### src/lrfp_pkg.sv
// ----------------------------------------------------------------------------
// Rangefinder frame parser package
// Shared constants and types for the frame parser and its lean compensation.
// ----------------------------------------------------------------------------
package lrfp_pkg;

   localparam logic [7:0] HEADER_BYTE = 8'h59;
   localparam logic [3:0] CHECK_POS   = 4'd8;
   localparam logic [3:0] DIST_LO_POS = 4'd2;
   localparam logic [3:0] DIST_HI_POS = 4'd3;
   localparam logic [3:0] STRG_LO_POS = 4'd4;
   localparam logic [3:0] STRG_HI_POS = 4'd5;

   localparam int REG_WIDTH  = 15;
   localparam int ADDR_WIDTH = 2;

   localparam logic [ADDR_WIDTH-1:0] REG_STRENGTH_MIN = 2'd0;
   localparam logic [ADDR_WIDTH-1:0] REG_STRENGTH_MAX = 2'd1;
   localparam logic [ADDR_WIDTH-1:0] REG_DISTANCE_MIN = 2'd2;
   localparam logic [ADDR_WIDTH-1:0] REG_DISTANCE_MAX = 2'd3;

   localparam logic [REG_WIDTH-1:0] STRENGTH_MIN_RST = 15'd20;
   localparam logic [REG_WIDTH-1:0] STRENGTH_MAX_RST = 15'd3000;
   localparam logic [REG_WIDTH-1:0] DISTANCE_MIN_RST = 15'd30;
   localparam logic [REG_WIDTH-1:0] DISTANCE_MAX_RST = 15'd1200;

   localparam int QUEUE_DEPTH_DEFAULT = 4;

   typedef struct packed {
      logic signed [15:0] distance;
      logic signed [15:0] strength;
      logic [15:0]        lean_cosine;
   } frame_type;

endpackage

### src/lrfp_front.sv
// ----------------------------------------------------------------------------
// Rangefinder frame parser front end
// Tracks the byte position, checks headers and checksum, and queues good frames.
// ----------------------------------------------------------------------------
module lrfp_front
   import lrfp_pkg::*;
(
   input  logic      clock,
   input  logic      reset,
   input  logic      byte_valid,
   output logic      byte_ready,
   input  logic [7:0]  rx_byte,
   input  logic [15:0] lean_cosine,
   output logic      push,
   output frame_type push_frame,
   input  logic      queue_full
);

   logic [3:0] pos_ff, pos_in;
   logic [7:0] sum_ff, sum_in;
   logic [7:0] dist_lo_ff, dist_hi_ff, strg_lo_ff, strg_hi_ff;
   logic [7:0] sum_base;
   logic       at_check;
   logic       accept;

   assign at_check   = (pos_ff >= CHECK_POS);
   assign byte_ready = !at_check || !queue_full;
   assign accept     = byte_valid && byte_ready;
   assign sum_base   = (pos_ff == 4'd0) ? 8'd0 : sum_ff;

   always_comb begin
      pos_in = pos_ff;
      sum_in = sum_ff;
      if (accept) begin
         priority if (pos_ff < DIST_LO_POS) begin
            if (rx_byte == HEADER_BYTE) begin
               pos_in = pos_ff + 4'd1;
               sum_in = sum_base + rx_byte;
            end else begin
               pos_in = 4'd0;
               sum_in = sum_base;
            end
         end else if (!at_check) begin
            pos_in = pos_ff + 4'd1;
            sum_in = sum_base + rx_byte;
         end else begin
            pos_in = 4'd0;
         end
      end
   end

   always_ff @(posedge clock) begin
      if (reset) begin
         pos_ff <= 4'd0;
         sum_ff <= 8'd0;
      end else begin
         pos_ff <= pos_in;
         sum_ff <= sum_in;
      end
   end

   always_ff @(posedge clock) begin
      if (accept) begin
         if (pos_ff == DIST_LO_POS) dist_lo_ff <= rx_byte;
         if (pos_ff == DIST_HI_POS) dist_hi_ff <= rx_byte;
         if (pos_ff == STRG_LO_POS) strg_lo_ff <= rx_byte;
         if (pos_ff == STRG_HI_POS) strg_hi_ff <= rx_byte;
      end
   end

   assign push                   = accept && at_check && (sum_ff == rx_byte);
   assign push_frame.distance    = {dist_hi_ff, dist_lo_ff};
   assign push_frame.strength    = {strg_hi_ff, strg_lo_ff};
   assign push_frame.lean_cosine = lean_cosine;

endmodule

### src/lrfp_queue.sv
// ----------------------------------------------------------------------------
// Rangefinder frame queue
// Small first-in first-out store of good frames between front and back end.
// ----------------------------------------------------------------------------
module lrfp_queue
   import lrfp_pkg::*;
#(
   parameter int DEPTH = QUEUE_DEPTH_DEFAULT
) (
   input  logic      clock,
   input  logic      reset,
   input  logic      push,
   input  frame_type push_frame,
   output logic      full,
   input  logic      pop,
   output logic      not_empty,
   output frame_type pop_frame
);

   localparam int PTR_WIDTH = (DEPTH > 1) ? $clog2(DEPTH) : 1;
   localparam int CNT_WIDTH = $clog2(DEPTH + 1);
   localparam logic [PTR_WIDTH-1:0] LAST_PTR = PTR_WIDTH'(DEPTH - 1);
   localparam logic [CNT_WIDTH-1:0] FULL_CNT = CNT_WIDTH'(DEPTH);

   frame_type              store_ff [DEPTH];
   logic [PTR_WIDTH-1:0]   wr_ptr_ff, wr_ptr_in, rd_ptr_ff, rd_ptr_in;
   logic [CNT_WIDTH-1:0]   count_ff, count_in;

   assign full      = (count_ff == FULL_CNT);
   assign not_empty = (count_ff != '0);
   assign pop_frame = store_ff[rd_ptr_ff];

   always_comb begin
      wr_ptr_in = wr_ptr_ff;
      rd_ptr_in = rd_ptr_ff;
      count_in  = count_ff;
      if (push) begin
         wr_ptr_in = (wr_ptr_ff == LAST_PTR) ? '0 : wr_ptr_ff + PTR_WIDTH'(1);
      end
      if (pop) begin
         rd_ptr_in = (rd_ptr_ff == LAST_PTR) ? '0 : rd_ptr_ff + PTR_WIDTH'(1);
      end
      if (push && !pop) begin
         count_in = count_ff + CNT_WIDTH'(1);
      end else if (pop && !push) begin
         count_in = count_ff - CNT_WIDTH'(1);
      end
   end

   always_ff @(posedge clock) begin
      if (reset) begin
         wr_ptr_ff <= '0;
         rd_ptr_ff <= '0;
         count_ff  <= '0;
      end else begin
         wr_ptr_ff <= wr_ptr_in;
         rd_ptr_ff <= rd_ptr_in;
         count_ff  <= count_in;
      end
   end

   always_ff @(posedge clock) begin
      if (push) begin
         store_ff[wr_ptr_ff] <= push_frame;
      end
   end

endmodule

### src/lrfp_back.sv
// ----------------------------------------------------------------------------
// Rangefinder frame parser back end
// Holds the limit registers, tests each frame and forms the lean-compensated
// height in a multiply stage followed by the result register.
// ----------------------------------------------------------------------------
module lrfp_back
   import lrfp_pkg::*;
(
   input  logic                  clock,
   input  logic                  reset,
   input  logic                  csr_we,
   input  logic [ADDR_WIDTH-1:0] csr_addr,
   input  logic [REG_WIDTH-1:0]  csr_wdata,
   input  logic                  frame_valid,
   input  frame_type             frame,
   output logic                  pop,
   output logic                  rsp_tvalid,
   input  logic                  rsp_tready,
   output logic [47:0]           rsp_tdata,
   output logic                  rsp_tuser
);

   logic [REG_WIDTH-1:0] strength_min_ff, strength_max_ff;
   logic [REG_WIDTH-1:0] distance_min_ff, distance_max_ff;

   logic               s1_valid_ff;
   logic               s1_ok_ff, s1_ok_in;
   logic [31:0]        s1_product_ff;
   logic signed [15:0] s1_dist_ff, s1_strg_ff;

   logic               out_valid_ff;
   logic               out_ok_ff;
   logic [15:0]        out_height_ff, out_height_in;
   logic [15:0]        out_dist_ff, out_strg_ff;

   logic               out_ready, s1_adv;
   logic [16:0]        height_wide;

   always_ff @(posedge clock) begin
      if (reset) begin
         strength_min_ff <= STRENGTH_MIN_RST;
         strength_max_ff <= STRENGTH_MAX_RST;
         distance_min_ff <= DISTANCE_MIN_RST;
         distance_max_ff <= DISTANCE_MAX_RST;
      end else if (csr_we) begin
         unique case (csr_addr)
            REG_STRENGTH_MIN: strength_min_ff <= csr_wdata;
            REG_STRENGTH_MAX: strength_max_ff <= csr_wdata;
            REG_DISTANCE_MIN: distance_min_ff <= csr_wdata;
            REG_DISTANCE_MAX: distance_max_ff <= csr_wdata;
            default: ;
         endcase
      end
   end

   assign out_ready = !out_valid_ff || rsp_tready;
   assign s1_adv    = s1_valid_ff && out_ready;
   assign pop       = frame_valid && (!s1_valid_ff || out_ready);

   assign s1_ok_in = (frame.strength > $signed({1'b0, strength_min_ff})) &&
                     (frame.strength < $signed({1'b0, strength_max_ff})) &&
                     (frame.distance > $signed({1'b0, distance_min_ff})) &&
                     (frame.distance < $signed({1'b0, distance_max_ff}));

   always_ff @(posedge clock) begin
      if (reset) begin
         s1_valid_ff  <= 1'b0;
         out_valid_ff <= 1'b0;
      end else begin
         if (pop) begin
            s1_valid_ff <= 1'b1;
         end else if (s1_adv) begin
            s1_valid_ff <= 1'b0;
         end
         if (s1_adv) begin
            out_valid_ff <= 1'b1;
         end else if (rsp_tready) begin
            out_valid_ff <= 1'b0;
         end
      end
   end

   always_ff @(posedge clock) begin
      if (pop) begin
         s1_ok_ff      <= s1_ok_in;
         s1_product_ff <= $unsigned(frame.distance) * frame.lean_cosine;
         s1_dist_ff    <= frame.distance;
         s1_strg_ff    <= frame.strength;
      end
   end

   assign height_wide = s1_product_ff[31:15];

   always_comb begin
      if (!s1_ok_ff) begin
         out_height_in = 16'd0;
      end else if (height_wide[16] || height_wide[15]) begin
         out_height_in = 16'h7FFF;
      end else begin
         out_height_in = height_wide[15:0];
      end
   end

   always_ff @(posedge clock) begin
      if (s1_adv) begin
         out_ok_ff     <= s1_ok_ff;
         out_height_ff <= out_height_in;
         out_dist_ff   <= s1_dist_ff;
         out_strg_ff   <= s1_strg_ff;
      end
   end

   assign rsp_tvalid = out_valid_ff;
   assign rsp_tuser  = out_ok_ff;
   assign rsp_tdata  = {out_strg_ff, out_dist_ff, out_height_ff};

endmodule

### src/lidar_range_frame_parser.sv
// ----------------------------------------------------------------------------
// Rangefinder frame parser
// Parses nine-byte rangefinder frames and reports lean-compensated heights.
//
//   Channel  Dir  Contents
//   req_     in   tdata: rx_byte [7:0], lean_cosine [23:8]
//   rsp_     out  tdata: height_cm, raw_distance, signal_strength; tuser: available
//   csr_     in   write enable, register index, 15-bit data
//
// One byte is taken every cycle while the frame queue has room; only the
// checksum byte needs a free queue entry.
// A good frame's result passes, after its checksum byte, through a queue stage,
// a multiply stage and the result register.
// Reset is synchronous; it clears positions, queue and result valid, and loads
// the limit registers with their defaults.
// A stalled result side fills the queue and then holds back checksum bytes.
// ----------------------------------------------------------------------------
module lidar_range_frame_parser
   import lrfp_pkg::*;
#(
   parameter int QUEUE_DEPTH = QUEUE_DEPTH_DEFAULT
) (
   input  logic                  clock,
   input  logic                  reset,
   input  logic                  req_tvalid,
   output logic                  req_tready,
   input  logic [23:0]           req_tdata,   // rx_byte, lean_cosine
   output logic                  rsp_tvalid,
   input  logic                  rsp_tready,
   output logic [47:0]           rsp_tdata,   // height_cm, raw_distance, signal_strength
   output logic                  rsp_tuser,   // available
   input  logic                  csr_we,
   input  logic [ADDR_WIDTH-1:0] csr_addr,
   input  logic [REG_WIDTH-1:0]  csr_wdata
);

   logic      push, pop, queue_full, queue_not_empty;
   frame_type push_frame, pop_frame;

   lrfp_front u_front (
      .clock       (clock),
      .reset       (reset),
      .byte_valid  (req_tvalid),
      .byte_ready  (req_tready),
      .rx_byte     (req_tdata[7:0]),
      .lean_cosine (req_tdata[23:8]),
      .push        (push),
      .push_frame  (push_frame),
      .queue_full  (queue_full)
   );

   lrfp_queue #(
      .DEPTH (QUEUE_DEPTH)
   ) u_queue (
      .clock      (clock),
      .reset      (reset),
      .push       (push),
      .push_frame (push_frame),
      .full       (queue_full),
      .pop        (pop),
      .not_empty  (queue_not_empty),
      .pop_frame  (pop_frame)
   );

   lrfp_back u_back (
      .clock       (clock),
      .reset       (reset),
      .csr_we      (csr_we),
      .csr_addr    (csr_addr),
      .csr_wdata   (csr_wdata),
      .frame_valid (queue_not_empty),
      .frame       (pop_frame),
      .pop         (pop),
      .rsp_tvalid  (rsp_tvalid),
      .rsp_tready  (rsp_tready),
      .rsp_tdata   (rsp_tdata),
      .rsp_tuser   (rsp_tuser)
   );

endmodule

### config.mk
export PLATFORM = sky130hd
export DESIGN_NAME = lidar_range_frame_parser
export DESIGN_NICKNAME = d
export VERILOG_FILES = /design/src/lrfp_pkg.sv /design/src/lrfp_front.sv /design/src/lrfp_queue.sv /design/src/lrfp_back.sv /design/src/lidar_range_frame_parser.sv
export SDC_FILE = /design/constraint.sdc
export NUM_CORES = 1
export LEC_CHECK = 0
export BUFFER_PORTS_ARGS = -buffer_cell sky130_fd_sc_hd__buf_2
export CORE_ASPECT_RATIO = 0.75
export CORE_MARGIN = 4
export CORE_UTILIZATION = 52
export DETAILED_ROUTE_END_ITERATION = 7
export PLACE_DENSITY = 0.7
export SLEW_MARGIN = 20
export SYNTH_ARGS = -nofsm -noshare
export SYNTH_HDL_FRONTEND = slang
export SYNTH_SLANG_ARGS = --single-unit
### constraint.sdc
create_clock -name clock -period 18.59 [get_ports clock]
set_input_delay 3.718 -clock clock [delete_from_list [all_inputs] [get_ports clock]]
set_output_delay 3.718 -clock clock [all_outputs]
set_load 0.05 [all_outputs]
## Yosys cells after proc, flatten, opt, wreduce, memory -nomap -nowiden

Memories as Yosys holds them, arrays and structs flattened. A register that Yosys moved wholly into a read port is not among the register bits.
Cells that the tools add are included.

- Muxes and demuxes: 20
- Bitwise operators: 1
- Multipliers: 1
- Reductions and logical operators: 36
- $add $sub $neg: 6
- Magnitude comparators: 6
- Equal/unequal tests: 13

Operator list:

| kind | number |
|---|---|
| 16-bit greater-than comparator | 2 |
| 16-bit < comparator | 2 |
| 16-bit by 16-bit multiplier with 32-bit output | 1 |
| 8-bit 2-to-1 mux | 4 |
| 2-bit AND reduction | 9 |
| 15-bit 2-to-1 mux | 1 |
| 4-bit 2-to-1 mux | 3 |
| 1-bit logical AND | 10 |
| 8-bit adder | 1 |
| 2-bit == test (second input constant) | 4 |
| 4-bit by 2-bit == test with 1-bit output (second input constant) | 2 |
| 4-bit by 3-bit == test with 1-bit output (second input constant) | 2 |
| 8-bit by 7-bit == test with 1-bit output (second input constant) | 1 |
| 8-bit == test | 1 |
| 2-bit 2-to-1 mux | 4 |
| 1-bit logical NOT | 6 |
| 1-bit 2-to-1 mux | 6 |
| 3-bit 2-to-1 mux | 2 |
| 2-bit nonzero test | 3 |
| 2-bit by 1-bit adder with 2-bit output (second input constant) | 2 |
| 4-bit by 1-bit adder with 4-bit output (second input constant) | 1 |
| 4-bit >= comparator (second input constant) | 1 |
| 4-bit logical NOT | 1 |
| 1-bit logical OR | 4 |
| other kinds (10) | 10 |

- Memories kept: 1
- Logic and storage cells: 108
- Register bits: 227
- Bits of input ports: 46
- Bits in writable memories: 192

Memory list:

| memory | depth | width | read ports | clocked after Yosys merged registers in | wr ports | line | source |
|---|---|---|---|---|---|---|---|
| u_queue.store_ff | 4 | 48 | 1 | 1 | 1 | lrfp_queue.sv:25 | `frame_type store_ff [DEPTH];` |

## Longest topological paths before layout

- Depth after elaboration: 10
- Depth in mapped cells: 29

## Modules after synthesis

A second synthesis with hierarchy kept.

- Cells, all modules: 2,018
- Area, all modules: 24,592.3 µm²

Modules (own cells, without submodules):

| module | area each (µm²) | times used | seq. area each (µm²) | cells each |
|---|---|---|---|---|
| lrfp_back | 15,059.4 | 1 | 4,214.0 | 1,548 |
| lrfp_queue | 7,359.6 | 1 | 5,945.7 | 294 |
| lrfp_front | 2,173.3 | 1 | 1,201.2 | 176 |

## Worst setup path after synthesis

OpenSTA, ideal clock, no wires.

- Kind: input -> register
- Start: input rsp_tready
- End: register u_queue.count_ff[2]
- Arrival: 7.726 ns
- Slack: 10.794 ns
- Path buffers: 0
- Cell stages on the path: 9
- Cell sequence: nor2b_1 a21oi_1 inv_1 ha_1 inv_1 fa_1 xor2_1 or3_1 a21oi_1

- Longest elaborated chain between the ends: 6
- Elaborated cells on any way between the ends: 8
- Those cells by class: 1 x mux; 7 x reduce/logical

Ends and longest elaborated chain:

| item | line | source |
|---|---|---|
| start, declared | lidar_range_frame_parser.sv:29 | `input logic rsp_tready,` |
| 1-bit logical OR * | lrfp_back.sv:56 | `assign out_ready = !out_valid_ff \|\| rsp_tready;` |
| 1-bit logical OR * | lrfp_back.sv:58 | `assign pop = frame_valid && (!s1_valid_ff \|\| out_ready);` |
| 1-bit logical AND * | lrfp_back.sv:58 |  |
| via pop | lidar_range_frame_parser.sv:37 | `logic push, pop, queue_full, queue_not_empty;` |
| 1-bit logical NOT | lrfp_queue.sv:43 | `if (push && !pop) begin` |
| 1-bit logical AND | lrfp_queue.sv:43 |  |
| 3-bit 2-to-1 mux or 2-bit nonzero test (tied branches) | -- |  |
| end signal, assigned | lrfp_queue.sv:58 | `count_ff <= count_in;` |
| end, declared | lrfp_queue.sv:27 | `logic [CNT_WIDTH-1:0] count_ff, count_in;` |

Mark *: on every way through the listed nets, which the timed path passes. The rest lies on a longest branch.
A chain may end at the register's enable or synchronous reset.

==> results.ini <==
[setup_path]
path_class=flip-flop to flip-flop
crit_path_start_kind=flip-flop
crit_required_ns=18.90
critPathArrivalTime_ns=8.55
end_kind=flip-flop
path_max_fanout=33

[floorplanning]
rows=68
die_area_sq_um=50400
io_pins=97
die_h_um=195
design.core.area_sq_um=46200
die_w_um=258
start_util_pct=52.8

[detailed_routing]
drc=0
first_pass_iters=5
drt-total-wl_um=55200
routed_via_density=5.61
drtIter0Drc=1149
vias=15600
wl_per_cell_um=19.9
antenna_left=0

[sta]
tightest_slew_ns=1.07
postLayoutSetupSlackWorst_ns=10.35
totalNegativeSetupSlack_ns=0
slew_violations=0
hold_violations=0
clock-skew-final_ns=0.0201
post-route-period-util_pct=44.3
rsz0062_at_grt=no
setup_viol=0
finalCriticalPeriod_ns=8.24
relSlewSlack_pct=27.9
max_freq_mhz=121

[grt]
grt_pass1_vias=15900
grt_max_degree=83
grt_pass1_wl_um=87300
antenna_found_initial=4
grt.total_usage_pct=22.0
gr-total-overflow=0

[logic_synthesis]
synth_enable_flop_cells=323
synthFlopType=edfxtp_1
synth.cell_area_sq_um=24400
synth_cells=2037
synthDistinctLibCells=70
yosysSeqAreaShare_pct=46.6
syn_nets=2453
async_reset_ff_share_pct=0
ys.warnings.count=0
ys_ff_latch=406
syn_area_per_cell_sq_um=12.0

[flow_run]
maxCapViolCount=0

[outcome]
status=finished, final reports clean

[placed_design]
hpwl_um=39100
dp_slack_ns=10.45
portBuffers=96
gp_congestion=0.905

[cells_and_area]
drive_gt1_share_pct=11.4
nets=2532
syn2layout_area_growth_pct=9.74
fillers=3735

[clock_network]
post_cts_resize_count=0
cts_buffers=40
cts_buffer_depth=3
cts_setup_buffers=0
cts_sinks=406
hold_buffers=0
cts_tree=yes
clk_latency_ns=0.57
cts_htree_levels=2
cts_root_buf=clkbuf_16
clk_pin_slew_ns=0.06

[worst_hold_path]
hold_path.class=flip-flop to flip-flop

sequential cells by signal, summed over array words and instances (netlist names), 15 cells and up, named ones only:
| register | cells |
|---|---|
| u_back.strength_min_ff | 15 |
| u_back.strength_max_ff | 15 |
| u_back.distance_min_ff | 15 |
| u_back.s1_product_ff | 17 |
| u_back.out_strg_ff | 16 |
| u_back.distance_max_ff | 15 |
| u_back.out_height_ff | 16 |
| u_back.out_dist_ff | 16 |
| u_back.s1_dist_ff | 16 |
| u_queue.store_ff | 192 |
| u_back.s1_strg_ff | 16 |
placed cells by master, fill, tap and decap left out, types with 5 or more instances in the layout:
cell | Yosys | layout
a2111oi_0 | 6 | 6
a211o_1 | 9 | 9
a21boi_0 | 5 | 5
a21o_1 | 30 | 30
a21oi_1 | 85 | 84
a22oi_1 | 6 | 6
a31oi_1 | 8 | 8
and2_1 | 58 | 54
and3_1 | 9 | 9
buf_2 | 9 | 96
buf_4 | 0 | 14
clkbuf_1 | 58 | 9
clkbuf_16 | 0 | 42
clkinv_1 | 0 | 6
clkinv_2 | 0 | 8
dfxtp_1 | 83 | 81
edfxtp_1 | 323 | 323
fa_1 | 195 | 195
ha_1 | 175 | 175
inv_1 | 292 | 292
mux2_2 | 13 | 13
mux2i_1 | 19 | 19
mux4_2 | 36 | 36
nand2_1 | 284 | 284
nand3_1 | 12 | 12
nand3b_1 | 13 | 13
nand4_1 | 13 | 13
nor2_1 | 98 | 96
nor2b_1 | 25 | 24
nor3_1 | 9 | 9
o21a_1 | 26 | 26
o21ai_0 | 25 | 23
o21ai_1 | 12 | 12
o21bai_1 | 5 | 5
or2_2 | 6 | 6
xnor2_1 | 18 | 18
xor2_1 | 14 | 14
final timing paths:
check                       startpoint                  endpoint  slack (ns)  cells after the start
setup / recovery             flip-flop  u_back.s1_product_ff[25]       10.35                     23
hold / removal    u_back.s1_dist_ff[6]     u_back.out_dist_ff[6]        0.42                      0
setup reg to reg             flip-flop  u_back.s1_product_ff[25]       10.35                     23
hold reg to reg   u_back.s1_dist_ff[6]     u_back.out_dist_ff[6]        0.42                      0
per-stage QoR:
step           hold WS (ns)  cell area [sq um]  util [%]  instances
6_report              0.416              26700      57.9       2777
5_1_grt               0.426              26700      57.9       2777
4_1_cts               0.417              26700      57.9       2776
3_5_place_dp          0.405              25500      55.2       2704
3_3_place_gp          0.400              25500      55.2       2704
2_1_floorplan         0.400              24400         -       2037
critical path, stage by stage, from the launching register on:
cell and delay, ns:
dfxtp_2 0.31, buf_4 0.40, buf_4 0.50, mux2_2 0.39
o21ai_1 0.46, inv_1 0.41, nand2_1 0.17, fa_1 0.42
inv_1 0.09, fa_1 0.41, fa_1 0.53, fa_1 0.52
fa_1 0.54, inv_1 0.05, fa_1 0.52, inv_1 0.04
ha_1 0.37, a21o_1 0.24, a311o_1 0.27, or4_1 0.47
a41oi_1 0.30, o21ai_1 0.23, a31oi_1 0.26, xnor2_1 0.08
metal layers:
| metal | up-vias | global-route usage, % | share of wire [%] |
|---|---|---|---|
| li1 | 7028 | - | - |
| met1 | 7851 | 31.2 | 43 |
| met2 | 600 | 34.6 | 46 |
| met3 | 105 | 5.28 | 8.2 |
| met4 | 4 | 5.90 | 2.7 |
| met5 | - | 0 | 0.038 |
Yosys cell counts (30+ instances only):
library cell | count | area share [%]
edfxtp_1 | 323 | 40
inv_1 | 292 | 4.5
nand2_1 | 284 | 4.4
fa_1 | 195 | 16
ha_1 | 175 | 9.0
nor2_1 | 98 | 1.5
a21oi_1 | 85 | 1.7
dfxtp_1 | 83 | 6.8
and2_1 | 58 | 1.5
clkbuf_1 | 58 | 0.89
mux4_2 | 36 | 3.3
a21o_1 | 30 | 0.92
final cells by class:
type	instances	area (sq um)	area share, %
Antenna cell	1	2.50	0.00936
Timing Repair Buffer	110	586	2.19
Tap cell	630	788	2.95
Sequential cell	406	11400	42.5
Multi-Input combinational cell	1266	11700	43.6
Inverter	292	1100	4.10
Clock buffer	52	1100	4.11
Clock inverter	20	140	0.524
cell families after synthesis:
family | after synthesis | synth area share, %
other | 1 | 0.0154
AOI/OAI and AO/OA | 241 | 6.40
muxes | 68 | 4.71
adders and majority gates | 370 | 25.0
DFF | 406 | 46.6
xor gates and xnor gates | 32 | 1.15
buffers and inverters | 365 | 5.70
and+or+nand+nor | 554 | 10.4
Power is not shown: default switching activity piles up to over one toggle a cycle in this logic, so the estimate is an artifact.
